===== config.mk =====
export PLATFORM = sky130hd
export DESIGN_NAME = pwm_fade_ramp_engine_top_flat
export DESIGN_NICKNAME = d
export VERILOG_FILES = /design/src/rtl/pfre_pkg.sv /design/src/rtl/pfre_req_if.sv /design/src/rtl/pfre_rsp_if.sv /design/src/rtl/pfre_div.sv /design/src/rtl/pwm_fade_ramp_engine_top.sv /design/src/flat_wrapper.sv
export VERILOG_INCLUDE_DIRS = /design/src /design/src/rtl
export SDC_FILE = /design/constraint.sdc
export NUM_CORES = 2
export LEC_CHECK = 0
export BUFFER_PORTS_ARGS = -buffer_cell sky130_fd_sc_hd__buf_2
export CELL_PAD_IN_SITES_DETAIL_PLACEMENT = 0
export CELL_PAD_IN_SITES_GLOBAL_PLACEMENT = 1
export CORE_UTILIZATION = 53
export DETAILED_ROUTE_END_ITERATION = 10
export PLACE_DENSITY = 0.83
export REMOVE_ABC_BUFFERS = 1
export SETUP_SLACK_MARGIN = 0.4
export SLEW_MARGIN = 30
export SYNTH_ARGS = -nofsm -noshare
export SYNTH_HDL_FRONTEND = slang
export SYNTH_SLANG_ARGS = --single-unit

===== constraint.sdc =====
create_clock -name clock -period 8.5 [get_ports clock]
set_input_delay 1.7 -clock clock [delete_from_list [all_inputs] [get_ports clock]]
set_output_delay 1.7 -clock clock [all_outputs]
set_load 0.01 [all_outputs]

===== src/rtl/pwm_fade_ramp_engine_top_assert.svh =====
// assertion macros used by the rtl top level
`ifndef PWM_FADE_RAMP_ENGINE_TOP_ASSERT_SVH
`define PWM_FADE_RAMP_ENGINE_TOP_ASSERT_SVH

// same-cycle implication
`define PFRE_ASSERT_SAME(label, clk, rst, pre, post) \
   label: assert property (@(posedge clk) disable iff (rst) (pre) |-> (post)) \
      else $error("pfre check failed: same cycle");

// next-cycle implication
`define PFRE_ASSERT_NEXT(label, clk, rst, pre, post) \
   label: assert property (@(posedge clk) disable iff (rst) (pre) |=> (post)) \
      else $error("pfre check failed: next cycle");

`endif


===== src/rtl/pfre_pkg.sv =====
package pfre_pkg;

   localparam int DIV_NW = 32;
   localparam int DIV_DW = 17;

   localparam logic [15:0] PERIOD_RESET = 16'd1000;
   localparam logic [9:0]  IVL_RESET    = 10'd10;

   // floor(x / 100000) as (x * SCALE_RECIP) >> SCALE_SHIFT, exact for x below 2**26
   localparam logic [26:0] SCALE_RECIP = 27'd87960931;
   localparam int          SCALE_SHIFT = 43;

   localparam logic       OP_TICK = 1'b0;
   localparam logic       OP_SET  = 1'b1;

   localparam logic [1:0] MODE_OFF    = 2'd0;
   localparam logic [1:0] MODE_ON     = 2'd1;
   localparam logic [1:0] MODE_ONCE   = 2'd2;
   localparam logic [1:0] MODE_REPEAT = 2'd3;

   localparam logic REG_PERIOD = 1'b0;
   localparam logic REG_IVL    = 1'b1;

   typedef struct packed {
      logic [15:0] goal;
      logic [15:0] alt;
      logic [15:0] rate;
      logic [31:0] hold;
      logic [1:0]  mode;
      logic [15:0] step;
      logic [15:0] level;
      logic [31:0] steps;
      logic [9:0]  icount;
      logic [9:0]  ivl;
   } entry_type;

endpackage


===== src/rtl/pfre_req_if.sv =====
interface pfre_req_if;
   logic        valid;
   logic        ready;
   logic        opcode;
   logic [2:0]  channel;
   logic [15:0] target_level;
   logic [15:0] other_level;
   logic [15:0] rate_percent;
   logic [31:0] hold_ms;
   logic [1:0]  mode;

   modport source (output valid, opcode, channel, target_level, other_level, rate_percent,
                   hold_ms, mode, input ready);
   modport sink (input valid, opcode, channel, target_level, other_level, rate_percent,
                 hold_ms, mode, output ready);
endinterface


===== src/rtl/pfre_rsp_if.sv =====
interface pfre_rsp_if;
   logic        valid;
   logic        ready;
   logic [2:0]  out_channel;
   logic [15:0] duty;
   logic        last;

   modport source (output valid, out_channel, duty, last, input ready);
   modport sink (input valid, out_channel, duty, last, output ready);
endinterface


===== src/rtl/pfre_div.sv =====
module pfre_div (
   input  logic                         clock,
   input  logic                         reset,
   input  logic                         start,
   input  logic [pfre_pkg::DIV_NW-1:0]  num,
   input  logic [pfre_pkg::DIV_DW-1:0]  den,
   output logic                         busy,
   output logic                         done,
   output logic [pfre_pkg::DIV_NW-1:0]  quo,
   output logic [pfre_pkg::DIV_DW-1:0]  rem
);

   logic                        busy_ff, busy_in;
   logic                        done_ff, done_in;
   logic [4:0]                  cnt_ff, cnt_in;
   logic [pfre_pkg::DIV_NW-1:0] quo_ff, quo_in;
   logic [pfre_pkg::DIV_DW-1:0] rem_ff, rem_in;
   logic [pfre_pkg::DIV_DW-1:0] den_ff, den_in;
   logic [pfre_pkg::DIV_DW:0]   trial;
   logic [pfre_pkg::DIV_DW:0]   diff;

   assign trial = {rem_ff, quo_ff[pfre_pkg::DIV_NW-1]};
   assign diff  = trial - {1'b0, den_ff};

   always_comb begin
      busy_in = busy_ff;
      done_in = 1'b0;
      cnt_in  = cnt_ff;
      quo_in  = quo_ff;
      rem_in  = rem_ff;
      den_in  = den_ff;
      if (start) begin
         busy_in = 1'b1;
         cnt_in  = '0;
         quo_in  = num;
         rem_in  = '0;
         den_in  = den;
      end else if (busy_ff) begin
         if (trial >= {1'b0, den_ff}) begin
            rem_in = diff[pfre_pkg::DIV_DW-1:0];
            quo_in = {quo_ff[pfre_pkg::DIV_NW-2:0], 1'b1};
         end else begin
            rem_in = trial[pfre_pkg::DIV_DW-1:0];
            quo_in = {quo_ff[pfre_pkg::DIV_NW-2:0], 1'b0};
         end
         cnt_in = cnt_ff + 5'd1;
         if (cnt_ff == 5'd31) begin
            busy_in = 1'b0;
            done_in = 1'b1;
         end
      end
   end

   always_ff @(posedge clock) begin
      if (reset) begin
         busy_ff <= 1'b0;
         done_ff <= 1'b0;
         cnt_ff  <= '0;
      end else begin
         busy_ff <= busy_in;
         done_ff <= done_in;
         cnt_ff  <= cnt_in;
      end
      quo_ff <= quo_in;
      rem_ff <= rem_in;
      den_ff <= den_in;
   end

   assign busy = busy_ff;
   assign done = done_ff;
   assign quo  = quo_ff;
   assign rem  = rem_ff;

endmodule


===== src/rtl/pwm_fade_ramp_engine_top.sv =====
// channel     dir   handshake          payload
// req_bus     in    valid/ready        opcode channel target_level other_level
//                                      rate_percent hold_ms mode
// rsp_bus     out   valid/ready        out_channel duty last
// csr_*       in    apb write/read     duty full scale @0x0, step_interval_ms @0x4
//
// a set transaction reads the channel, derives the step and runs the divider for the
// step count unless already at target; a tick walks every channel, skipping an idle
// one, writing back a counting one and recomputing one that starts a hold or reloads
// channel state lives in one memory, one channel read-modify-written at a time
// reset is synchronous; memory entries read as zero until first written
// a stalled rsp_bus holds the walk once the output and pending slots are full

`include "pwm_fade_ramp_engine_top_assert.svh"

module pwm_fade_ramp_engine_top #(
   parameter int NUM_CHANNELS = 8
) (
   input  logic        clock,
   input  logic        reset,
   pfre_req_if.sink    req_bus,
   pfre_rsp_if.source  rsp_bus,
   input  logic        csr_psel,
   input  logic        csr_penable,
   input  logic        csr_pwrite,
   input  logic [2:0]  csr_paddr,
   input  logic [31:0] csr_pwdata,
   output logic [31:0] csr_prdata,
   output logic        csr_pready
);

   localparam int AW = (NUM_CHANNELS > 1) ? $clog2(NUM_CHANNELS) : 1;
   localparam logic [AW-1:0] LAST_CH = AW'(NUM_CHANNELS - 1);

   localparam logic [3:0] S_IDLE   = 4'd0;
   localparam logic [3:0] S_RD     = 4'd1;
   localparam logic [3:0] S_EVAL   = 4'd2;
   localparam logic [3:0] S_HDIV   = 4'd3;
   localparam logic [3:0] S_LSCALE = 4'd4;
   localparam logic [3:0] S_LMUL   = 4'd5;
   localparam logic [3:0] S_LDIST  = 4'd6;
   localparam logic [3:0] S_LDIV2  = 4'd7;
   localparam logic [3:0] S_WB     = 4'd8;
   localparam logic [3:0] S_FLUSH  = 4'd9;

   logic [15:0] period_ff;
   logic [9:0]  ivl_cfg_ff;

   logic [3:0]  state_ff, state_in;
   logic [AW-1:0] ch_ff, ch_in;
   logic        cmd_ff, cmd_in;
   logic        emit_ff, emit_in;
   pfre_pkg::entry_type w_ff, w_in;
   logic [9:0]  q_ff, q_in;
   logic [25:0] scale_ff, scale_in;

   logic        pend_valid_ff, pend_valid_in;
   logic [2:0]  pend_ch_ff, pend_ch_in;
   logic [15:0] pend_duty_ff, pend_duty_in;
   logic        out_valid_ff, out_valid_in;
   logic [2:0]  out_ch_ff, out_ch_in;
   logic [15:0] out_duty_ff, out_duty_in;
   logic        out_last_ff, out_last_in;

   logic [2:0]  c_ch_ff;
   logic [15:0] c_tgt_ff, c_alt_ff, c_rate_ff;
   logic [31:0] c_hold_ff;
   logic [1:0]  c_mode_ff;

   pfre_pkg::entry_type mem [NUM_CHANNELS];
   logic [NUM_CHANNELS-1:0] vld_ff;
   pfre_pkg::entry_type rd_ff;
   logic        rd_vld_ff;
   logic        mem_we;

   logic        div_start;
   logic [31:0] div_num;
   logic [16:0] div_den;
   logic        div_busy, div_done;
   logic [31:0] div_quo;
   logic [16:0] div_rem;

   pfre_pkg::entry_type e;
   logic [9:0]  ic_dec;
   logic [31:0] steps_dec;
   logic [52:0] recip_prod;
   logic [25:0] rate_prod;
   logic [15:0] step_raw;
   logic [15:0] lvl_new;
   logic        out_free;
   logic        req_acc;
   logic        cfg_wr;

   // configuration
   assign cfg_wr     = csr_psel && csr_penable && csr_pwrite;
   assign csr_pready = 1'b1;

   always_ff @(posedge clock) begin
      if (reset) begin
         period_ff  <= pfre_pkg::PERIOD_RESET;
         ivl_cfg_ff <= pfre_pkg::IVL_RESET;
      end else if (cfg_wr) begin
         unique case (csr_paddr[2])
            pfre_pkg::REG_PERIOD: period_ff  <= csr_pwdata[15:0];
            pfre_pkg::REG_IVL:    ivl_cfg_ff <= csr_pwdata[9:0];
            default: ;
         endcase
      end
   end

   always_comb begin
      unique case (csr_paddr[2])
         pfre_pkg::REG_PERIOD: csr_prdata = {16'd0, period_ff};
         pfre_pkg::REG_IVL:    csr_prdata = {22'd0, ivl_cfg_ff};
         default:              csr_prdata = '0;
      endcase
   end

   // channel memory
   always_ff @(posedge clock) begin
      if (mem_we) begin
         mem[ch_ff] <= w_ff;
      end
      rd_ff <= mem[ch_ff];
   end

   always_ff @(posedge clock) begin
      if (reset) begin
         vld_ff    <= '0;
         rd_vld_ff <= 1'b0;
      end else begin
         if (mem_we) begin
            vld_ff[ch_ff] <= 1'b1;
         end
         rd_vld_ff <= vld_ff[ch_ff];
      end
   end

   pfre_div u_div (
      .clock (clock),
      .reset (reset),
      .start (div_start),
      .num   (div_num),
      .den   (div_den),
      .busy  (div_busy),
      .done  (div_done),
      .quo   (div_quo),
      .rem   (div_rem)
   );

   assign e          = rd_vld_ff ? rd_ff : '0;
   assign ic_dec     = e.icount - 10'd1;
   assign steps_dec  = e.steps - 32'd1;
   assign scale_in   = period_ff * ivl_cfg_ff;
   assign recip_prod = scale_ff * pfre_pkg::SCALE_RECIP;
   assign rate_prod  = q_ff * w_ff.rate;
   assign step_raw   = (w_ff.rate != 16'd0) ? rate_prod[15:0] : period_ff;
   assign lvl_new    = (w_ff.mode == pfre_pkg::MODE_REPEAT && w_ff.goal > w_ff.alt) ?
                       w_ff.alt : w_ff.level;
   assign out_free   = !out_valid_ff || rsp_bus.ready;
   assign req_acc    = req_bus.valid && req_bus.ready;
   assign req_bus.ready = (state_ff == S_IDLE);

   always_comb begin
      state_in      = state_ff;
      ch_in         = ch_ff;
      cmd_in        = cmd_ff;
      emit_in       = emit_ff;
      w_in          = w_ff;
      q_in          = q_ff;
      pend_valid_in = pend_valid_ff;
      pend_ch_in    = pend_ch_ff;
      pend_duty_in  = pend_duty_ff;
      out_valid_in  = out_valid_ff && !rsp_bus.ready;
      out_ch_in     = out_ch_ff;
      out_duty_in   = out_duty_ff;
      out_last_in   = out_last_ff;
      mem_we        = 1'b0;
      div_start     = 1'b0;
      div_num       = '0;
      div_den       = '0;

      unique case (state_ff)
         S_IDLE: begin
            if (req_acc) begin
               if (req_bus.opcode == pfre_pkg::OP_SET) begin
                  if (32'(req_bus.channel) < NUM_CHANNELS) begin
                     ch_in    = AW'(req_bus.channel);
                     cmd_in   = 1'b1;
                     emit_in  = 1'b0;
                     state_in = S_RD;
                  end
               end else begin
                  ch_in    = '0;
                  cmd_in   = 1'b0;
                  state_in = S_RD;
               end
            end
         end
         S_RD: begin
            state_in = S_EVAL;
         end
         S_EVAL: begin
            w_in    = e;
            emit_in = 1'b0;
            if (cmd_ff) begin
               w_in.goal = c_tgt_ff;
               w_in.alt  = c_alt_ff;
               w_in.rate = c_rate_ff;
               w_in.hold = c_hold_ff;
               w_in.mode = c_mode_ff;
               w_in.ivl  = ivl_cfg_ff;
               state_in  = S_LSCALE;
            end else if (e.icount == 10'd0) begin
               if (ch_ff == LAST_CH) begin
                  state_in = S_FLUSH;
               end else begin
                  ch_in    = ch_ff + AW'(1);
                  state_in = S_RD;
               end
            end else if (ic_dec != 10'd0) begin
               w_in.icount = ic_dec;
               state_in    = S_WB;
            end else begin
               w_in.icount = 10'd0;
               w_in.steps  = steps_dec;
               state_in    = S_WB;
               if (e.level == e.goal && e.hold != 32'd0) begin
                  if (steps_dec != 32'd0) begin
                     w_in.icount = e.ivl;
                  end else if (e.mode == pfre_pkg::MODE_ONCE ||
                               e.mode == pfre_pkg::MODE_REPEAT) begin
                     w_in.goal = e.alt;
                     w_in.alt  = e.goal;
                     w_in.ivl  = ivl_cfg_ff;
                     if (e.mode == pfre_pkg::MODE_ONCE) begin
                        w_in.hold = 32'd0;
                        w_in.mode = pfre_pkg::MODE_ON;
                     end
                     state_in  = S_LSCALE;
                  end else begin
                     w_in.hold = 32'd0;
                  end
               end else begin
                  emit_in = 1'b1;
                  if (steps_dec != 32'd0) begin
                     w_in.level  = (e.goal >= e.level) ? e.level + e.step :
                                   e.level - e.step;
                     w_in.icount = e.ivl;
                  end else begin
                     w_in.level = e.goal;
                     if (e.hold != 32'd0) begin
                        div_start = 1'b1;
                        div_num   = e.hold;
                        div_den   = {7'd0, e.ivl};
                        state_in  = S_HDIV;
                     end else if (e.mode == pfre_pkg::MODE_ONCE ||
                                  e.mode == pfre_pkg::MODE_REPEAT) begin
                        w_in.goal = e.alt;
                        w_in.alt  = e.goal;
                        w_in.ivl  = ivl_cfg_ff;
                        if (e.mode == pfre_pkg::MODE_ONCE) begin
                           w_in.hold = 32'd0;
                           w_in.mode = pfre_pkg::MODE_ON;
                        end
                        state_in  = S_LSCALE;
                     end else begin
                        w_in.hold = 32'd0;
                     end
                  end
               end
            end
         end
         S_HDIV: begin
            if (div_done) begin
               w_in.steps  = (w_ff.ivl != 10'd0) ? div_quo : 32'd0;
               w_in.icount = (w_ff.ivl != 10'd0 && div_quo != 32'd0) ? w_ff.ivl : 10'd0;
               state_in    = S_WB;
            end
         end
         S_LSCALE: begin
            q_in     = recip_prod[pfre_pkg::SCALE_SHIFT +: 10];
            state_in = S_LMUL;
         end
         S_LMUL: begin
            w_in.step = (step_raw == 16'd0) ? 16'd1 : step_raw;
            state_in  = S_LDIST;
         end
         S_LDIST: begin
            w_in.level  = lvl_new;
            w_in.icount = w_ff.ivl;
            if (w_ff.goal == lvl_new) begin
               w_in.steps = 32'd1;
               state_in   = S_WB;
            end else begin
               div_start = 1'b1;
               div_num   = {16'd0, (w_ff.goal > lvl_new) ? w_ff.goal - lvl_new :
                                                         lvl_new - w_ff.goal};
               div_den   = {1'b0, w_ff.step};
               state_in  = S_LDIV2;
            end
         end
         S_LDIV2: begin
            if (div_done) begin
               w_in.steps = div_quo + {31'd0, (div_rem != 17'd0)};
               state_in   = S_WB;
            end
         end
         S_WB: begin
            if (!(emit_ff && pend_valid_ff && !out_free)) begin
               mem_we = 1'b1;
               if (emit_ff) begin
                  if (pend_valid_ff) begin
                     out_valid_in = 1'b1;
                     out_ch_in    = pend_ch_ff;
                     out_duty_in  = pend_duty_ff;
                     out_last_in  = 1'b0;
                  end
                  pend_valid_in = 1'b1;
                  pend_ch_in    = 3'(ch_ff);
                  pend_duty_in  = w_ff.level;
               end
               if (cmd_ff) begin
                  state_in = S_IDLE;
               end else if (ch_ff == LAST_CH) begin
                  state_in = S_FLUSH;
               end else begin
                  ch_in    = ch_ff + AW'(1);
                  state_in = S_RD;
               end
            end
         end
         S_FLUSH: begin
            if (!pend_valid_ff) begin
               state_in = S_IDLE;
            end else if (out_free) begin
               out_valid_in  = 1'b1;
               out_ch_in     = pend_ch_ff;
               out_duty_in   = pend_duty_ff;
               out_last_in   = 1'b1;
               pend_valid_in = 1'b0;
               state_in      = S_IDLE;
            end
         end
         default: state_in = S_IDLE;
      endcase
   end

   always_ff @(posedge clock) begin
      if (reset) begin
         state_ff      <= S_IDLE;
         ch_ff         <= '0;
         cmd_ff        <= 1'b0;
         emit_ff       <= 1'b0;
         pend_valid_ff <= 1'b0;
         out_valid_ff  <= 1'b0;
      end else begin
         state_ff      <= state_in;
         ch_ff         <= ch_in;
         cmd_ff        <= cmd_in;
         emit_ff       <= emit_in;
         pend_valid_ff <= pend_valid_in;
         out_valid_ff  <= out_valid_in;
      end
      w_ff         <= w_in;
      q_ff         <= q_in;
      scale_ff     <= scale_in;
      pend_ch_ff   <= pend_ch_in;
      pend_duty_ff <= pend_duty_in;
      out_ch_ff    <= out_ch_in;
      out_duty_ff  <= out_duty_in;
      out_last_ff  <= out_last_in;
      if (req_acc) begin
         c_ch_ff   <= req_bus.channel;
         c_tgt_ff  <= req_bus.target_level;
         c_alt_ff  <= req_bus.other_level;
         c_rate_ff <= req_bus.rate_percent;
         c_hold_ff <= req_bus.hold_ms;
         c_mode_ff <= req_bus.mode;
      end
   end

   assign rsp_bus.valid       = out_valid_ff;
   assign rsp_bus.out_channel = out_ch_ff;
   assign rsp_bus.duty        = out_duty_ff;
   assign rsp_bus.last        = out_last_ff;

   `PFRE_ASSERT_SAME(a_idle_no_pend, clock, reset, state_ff == S_IDLE, !pend_valid_ff)
   `PFRE_ASSERT_SAME(a_div_start_free, clock, reset, div_start, !div_busy)
   `PFRE_ASSERT_SAME(a_cmd_no_emit, clock, reset, state_ff == S_WB && cmd_ff, !emit_ff)
   `PFRE_ASSERT_SAME(a_cmd_in_range, clock, reset, cmd_ff && state_ff == S_EVAL,
      32'(c_ch_ff) < NUM_CHANNELS)
   `PFRE_ASSERT_NEXT(a_flush_last, clock, reset,
      state_ff == S_FLUSH && pend_valid_ff && out_free, out_valid_ff && out_last_ff)

endmodule

===== src/flat_wrapper.sv =====
// flat-port wrapper written by rule: the top's interface ports become plain ports
module pwm_fade_ramp_engine_top_flat 
#(
   parameter int NUM_CHANNELS = 8
)
  (clock, reset, csr_psel, csr_penable, csr_pwrite, csr_paddr, csr_pwdata, csr_prdata, csr_pready, req_bus_valid, req_bus_opcode, req_bus_channel, req_bus_target_level, req_bus_other_level, req_bus_rate_percent, req_bus_hold_ms, req_bus_mode, req_bus_ready, rsp_bus_valid, rsp_bus_out_channel, rsp_bus_duty, rsp_bus_last, rsp_bus_ready);
  pfre_req_if req_bus_i ();
  pfre_rsp_if rsp_bus_i ();
  input  logic clock;
  input  logic reset;
  input  logic csr_psel;
  input  logic csr_penable;
  input  logic csr_pwrite;
  input  logic [2:0] csr_paddr;
  input  logic [31:0] csr_pwdata;
  output logic [31:0] csr_prdata;
  output logic csr_pready;
  input wire logic [$bits(req_bus_i.valid)-1:0] req_bus_valid;
  input wire logic [$bits(req_bus_i.opcode)-1:0] req_bus_opcode;
  input wire logic [$bits(req_bus_i.channel)-1:0] req_bus_channel;
  input wire logic [$bits(req_bus_i.target_level)-1:0] req_bus_target_level;
  input wire logic [$bits(req_bus_i.other_level)-1:0] req_bus_other_level;
  input wire logic [$bits(req_bus_i.rate_percent)-1:0] req_bus_rate_percent;
  input wire logic [$bits(req_bus_i.hold_ms)-1:0] req_bus_hold_ms;
  input wire logic [$bits(req_bus_i.mode)-1:0] req_bus_mode;
  output wire logic [$bits(req_bus_i.ready)-1:0] req_bus_ready;
  output wire logic [$bits(rsp_bus_i.valid)-1:0] rsp_bus_valid;
  output wire logic [$bits(rsp_bus_i.out_channel)-1:0] rsp_bus_out_channel;
  output wire logic [$bits(rsp_bus_i.duty)-1:0] rsp_bus_duty;
  output wire logic [$bits(rsp_bus_i.last)-1:0] rsp_bus_last;
  input wire logic [$bits(rsp_bus_i.ready)-1:0] rsp_bus_ready;
  assign req_bus_i.valid = req_bus_valid;
  assign req_bus_i.opcode = req_bus_opcode;
  assign req_bus_i.channel = req_bus_channel;
  assign req_bus_i.target_level = req_bus_target_level;
  assign req_bus_i.other_level = req_bus_other_level;
  assign req_bus_i.rate_percent = req_bus_rate_percent;
  assign req_bus_i.hold_ms = req_bus_hold_ms;
  assign req_bus_i.mode = req_bus_mode;
  assign req_bus_ready = req_bus_i.ready;
  assign rsp_bus_valid = rsp_bus_i.valid;
  assign rsp_bus_out_channel = rsp_bus_i.out_channel;
  assign rsp_bus_duty = rsp_bus_i.duty;
  assign rsp_bus_last = rsp_bus_i.last;
  assign rsp_bus_i.ready = rsp_bus_ready;
  pwm_fade_ramp_engine_top #(.NUM_CHANNELS(NUM_CHANNELS)) u_core (.clock(clock), .reset(reset), .req_bus(req_bus_i), .rsp_bus(rsp_bus_i), .csr_psel(csr_psel), .csr_penable(csr_penable), .csr_pwrite(csr_pwrite), .csr_paddr(csr_paddr), .csr_pwdata(csr_pwdata), .csr_prdata(csr_prdata), .csr_pready(csr_pready));
endmodule

==> impl_metrics.py <==
metrics = {
    "power": {
        "netSwitchingPower_mw": 15.0,
        "p_per_area_nw_per_um2": 363,
        "leakagePower_nw": 39.7,
        "intPower_mw": 22.9,
        "peakVddDrop_mv": 1.90,
        "pwr-share-seq_pct": 30.5,
        "p_clk_share_pct": 21.9,
        "finalPower_mw": 37.9,
        "swShare_pct": 39.5,
        "pwr-share-comb_pct": 47.7,
    },
    "timing": {
        "period_minus_slack_ns": 7.33,
        "finalMaxSlewViolations": 0,
        "hold_viol_final": 0,
        "rsz0062_at_grt": "no",
        "setup_slack_ns": 1.17,
        "fmax_mhz": 136,
        "worst_slew_pin_slew_ns": 1.04,
        "setup_violations": 0,
        "period_share_pct": 86.2,
        "maxSlewHeadroom_pct": 30.4,
        "setup_tns_ns": 0,
        "fin_worst_skew_ns": 0.0457,
    },
    "drt": {
        "vias": 61100,
        "wl_mm": 257,
        "drt_iter0_drc": 6801,
        "antenna_left": 0,
        "via_per_inst": 6.22,
        "first_pass_iters": 6,
        "drc": 0,
        "wl_per_cell_um": 26.1,
    },
    "cells_and_area": {
        "drive_gt1_share_pct": 8.48,
        "syn2layout_area_growth_pct": 10.2,
        "fin_cells": 9821,
        "layout_common_cells": "1673 x edfxtp_1, 726 x inv_1, 686 x a22oi_1",
        "layout_commonest_cell": "edfxtp_1",
        "fin_util_pct": 59.0,
        "layout.nets": 8366,
    },
    "yosys": {
        "synth.avg_cell_area_um2": 13.1,
        "ys_ff_latch": 1935,
        "synth_warnings": 0,
        "synth.distinct_cells": 84,
        "synthCells": 7225,
        "ys_top_cells_by_area": "edfxtp_1 53%, fa_1 9.4%, ha_1 6.3%",
        "synth_ff_type": "edfxtp_1",
        "synthArstFlopShare_pct": 0,
        "syn_area_um2": 94800,
        "yosys.area.top_type_share_pct": 53.0,
        "seq_area_frac_synth_pct": 58.5,
        "yosys.area.top_type": "edfxtp_1",
        "synth_edf_count": 1673,
    },
    "floorplan": {
        "die-area_um2": 181000,
        "coreArea_um2": 177000,
        "die_y_um": 425,
        "rows": 154,
        "die_x_um": 425,
        "initial_utilization_pct": 53.6,
        "io-pin-count": 183,
    },
    "min_path": {
        "hold_path_depth": 0,
        "min_from": "u_core.pend_ch_ff[1]",
        "hold-path-endpoint": "u_core.rsp_bus.out_channel[1]",
        "min_path_type": "reg2reg",
    },
    "setup_path": {
        "cpMostUsedCell": "fa_1",
        "arrival_ns": 7.92,
        "r2r_end": "u_core.q_ff[0]",
        "r2r_start": "u_core.scale_ff[11]",
        "rrSetupSlack_ns": 1.17,
        "crit_family": "adder cells",
        "critPathKind": "reg2reg",
        "worst_setup_path_end_kind": "flip-flop",
        "path_cells": "ha_1, fa_1, inv_1, fa_1, fa_1, inv_1, fa_1, fa_1, inv_1, fa_1, inv_1, ha_1, a21oi_1, nor2b_1, o21ai_0, nand2b_1, a2111oi_0, o21ai_0, a221oi_1, o21ai_0, xor2_1",
        "reg2reg_depth": 21,
        "crit_fanout": 7,
        "cp-start-kind": "flip-flop",
        "worstPathRequired_ns": 9.09,
        "path_depth": 21,
        "cp_slowest_cell": "dfxtp_1",
        "slowest_delay_ns": 0.70,
        "cp.buffers_inverters": 4,
    },
    "grt": {
        "grt_pass1_wl_mm": 381,
        "grt_usage_pct": 28.3,
        "antenna_found_initial": 5,
        "grt_max_degree": 126,
        "grt_overflow": 0,
        "grt_pass1_vias": 60700,
    },
    "clock_network": {
        "ctsLongestPathBuffers": 3,
        "postCtsSetupBuffers": 0,
        "clock_latency_ns": 0.87,
        "cts_resized": 0,
        "clk_pin_slew_ns": 0.07,
        "cts_buffers": 186,
        "h-tree-depth": 4,
        "clkSinkCount": 1935,
        "cts_tree": "yes",
        "cts_root_buf": "clkbuf_16",
        "cts-hold-fix-buffers": 0,
    },
    "placed_design": {
        "numPortBuffers": 147,
        "post-dp-hpwl_mm": 161,
        "post-place-ws_ns": 1.20,
        "place_inst": 9467,
        "place.gp.congestion": 0.941,
    },
    "run_status": {
        "status": "finished clean",
    },
    "run": {
        "maxCapViolCount": 0,
    },
}
-- registers in the layout (all words and copies together) (netlist names), 17 cells and up --
| signal | count |
|---|---|
| u_core.mem | 1328 |
| u_core.c_hold_ff | 32 |
| u_core.w_ff | 166 |
| u_core.rd_ff | 166 |
| u_core.scale_ff | 26 |
| u_core.u_div.quo | 32 |
| u_core.u_div.rem | 17 |
-- cells in the mapped netlist, drive strengths merged (26+ instances only) --
master,n
a22o,62
dfxtp,262
ha,476
o211ai,48
xor2,33
clkbuf,317
nor2b,26
mux2,27
o21ai,262
inv,727
a22oi,686
xnor2,90
nor4,51
fa,445
nand3,79
mux2i,57
nor3,75
a211oi,31
nor2,207
and2,148
a21oi,237
and3,51
a21o,58
buf,53
nand2,523
o31ai,26
nand4,207
edfxtp,1673
-- power groups by stage --
stage          logic, mW  registers (mW)  clock network (mW)
5_1_grt             20.8            11.6                8.72
4_1_cts             18.2            11.5                8.37
3_5_place_dp        18.0            11.7                   0
2_1_floorplan       13.1            11.4                   0
6_report            18.1            11.6                8.28
3_3_place_gp        17.6            11.7                   0
-- worst max-delay path by stage --
stage	from	endpoint	slack, ns
after floorplan	u_core.ch_ff[0]	u_core.mem[1][0]	-6.20
after global placement	u_core.scale_ff[11]	u_core.q_ff[0]	1.10
after detailed placement	u_core.scale_ff[11]	u_core.q_ff[0]	1.20
after CTS	u_core.scale_ff[11]	u_core.q_ff[0]	1.17
after global routing	u_core.scale_ff[5]	u_core.q_ff[0]	1.01
final	u_core.scale_ff[11]	u_core.q_ff[0]	1.17
-- metrics by stage --
step	instance area [um^2]	hold slack, ns
final	104000	0.418
after global routing	104000	0.422
after CTS	104000	0.418
after detailed placement	98200	0.405
after floorplan	93400	0.400
after global placement	98100	0.404
-- logic make-up (layout without fill, tap and decap cells) --
| kind of cell | after synthesis | in the layout | share of synthesized area (%) |
|---|---|---|---|
| flops | 1935 | 1935 | 58.5 |
| compound gates | 1586 | 1586 | 11.5 |
| simple gates | 1477 | 1477 | 7.76 |
| buf+inv | 1097 | 1336 | 4.45 |
| fa+ha+maj | 921 | 921 | 15.7 |
| xor+xnor | 123 | 123 | 1.14 |
| mux | 84 | 84 | 0.931 |
| other cells | 2 | 19 | 0.00792 |
-- worst reg2reg max path, delay by kind of cell, from the launching register on --
family          cells  cell delay, ns
fa+ha+maj           8            3.63
compound gates      6            2.02
flops               1            0.70
xor+xnor            1            0.38
buf+inv             4            0.23
simple gates        2            0.12
-- area by class of cell --
class	instances	area, um^2
diodes	2	5.00
clock buffers	259	5180
clock inverters	91	1040
fillers	13800	72500
inverters	727	2730
multi-input cells	4208	35300
flip-flops and latches	1935	55500
well taps	2340	2930
repair buffers	259	1730
-- metal layers --
metal,GRT usage (%),vias up,routed length [um]
met4,10.3,0,9520
met1,38.4,30800,103000
met3,4.17,458,21900
met2,46.3,3040,122000
met5,0,-,0
li1,-,26800,-
Note: power is estimated with default switching activity, not from simulation.
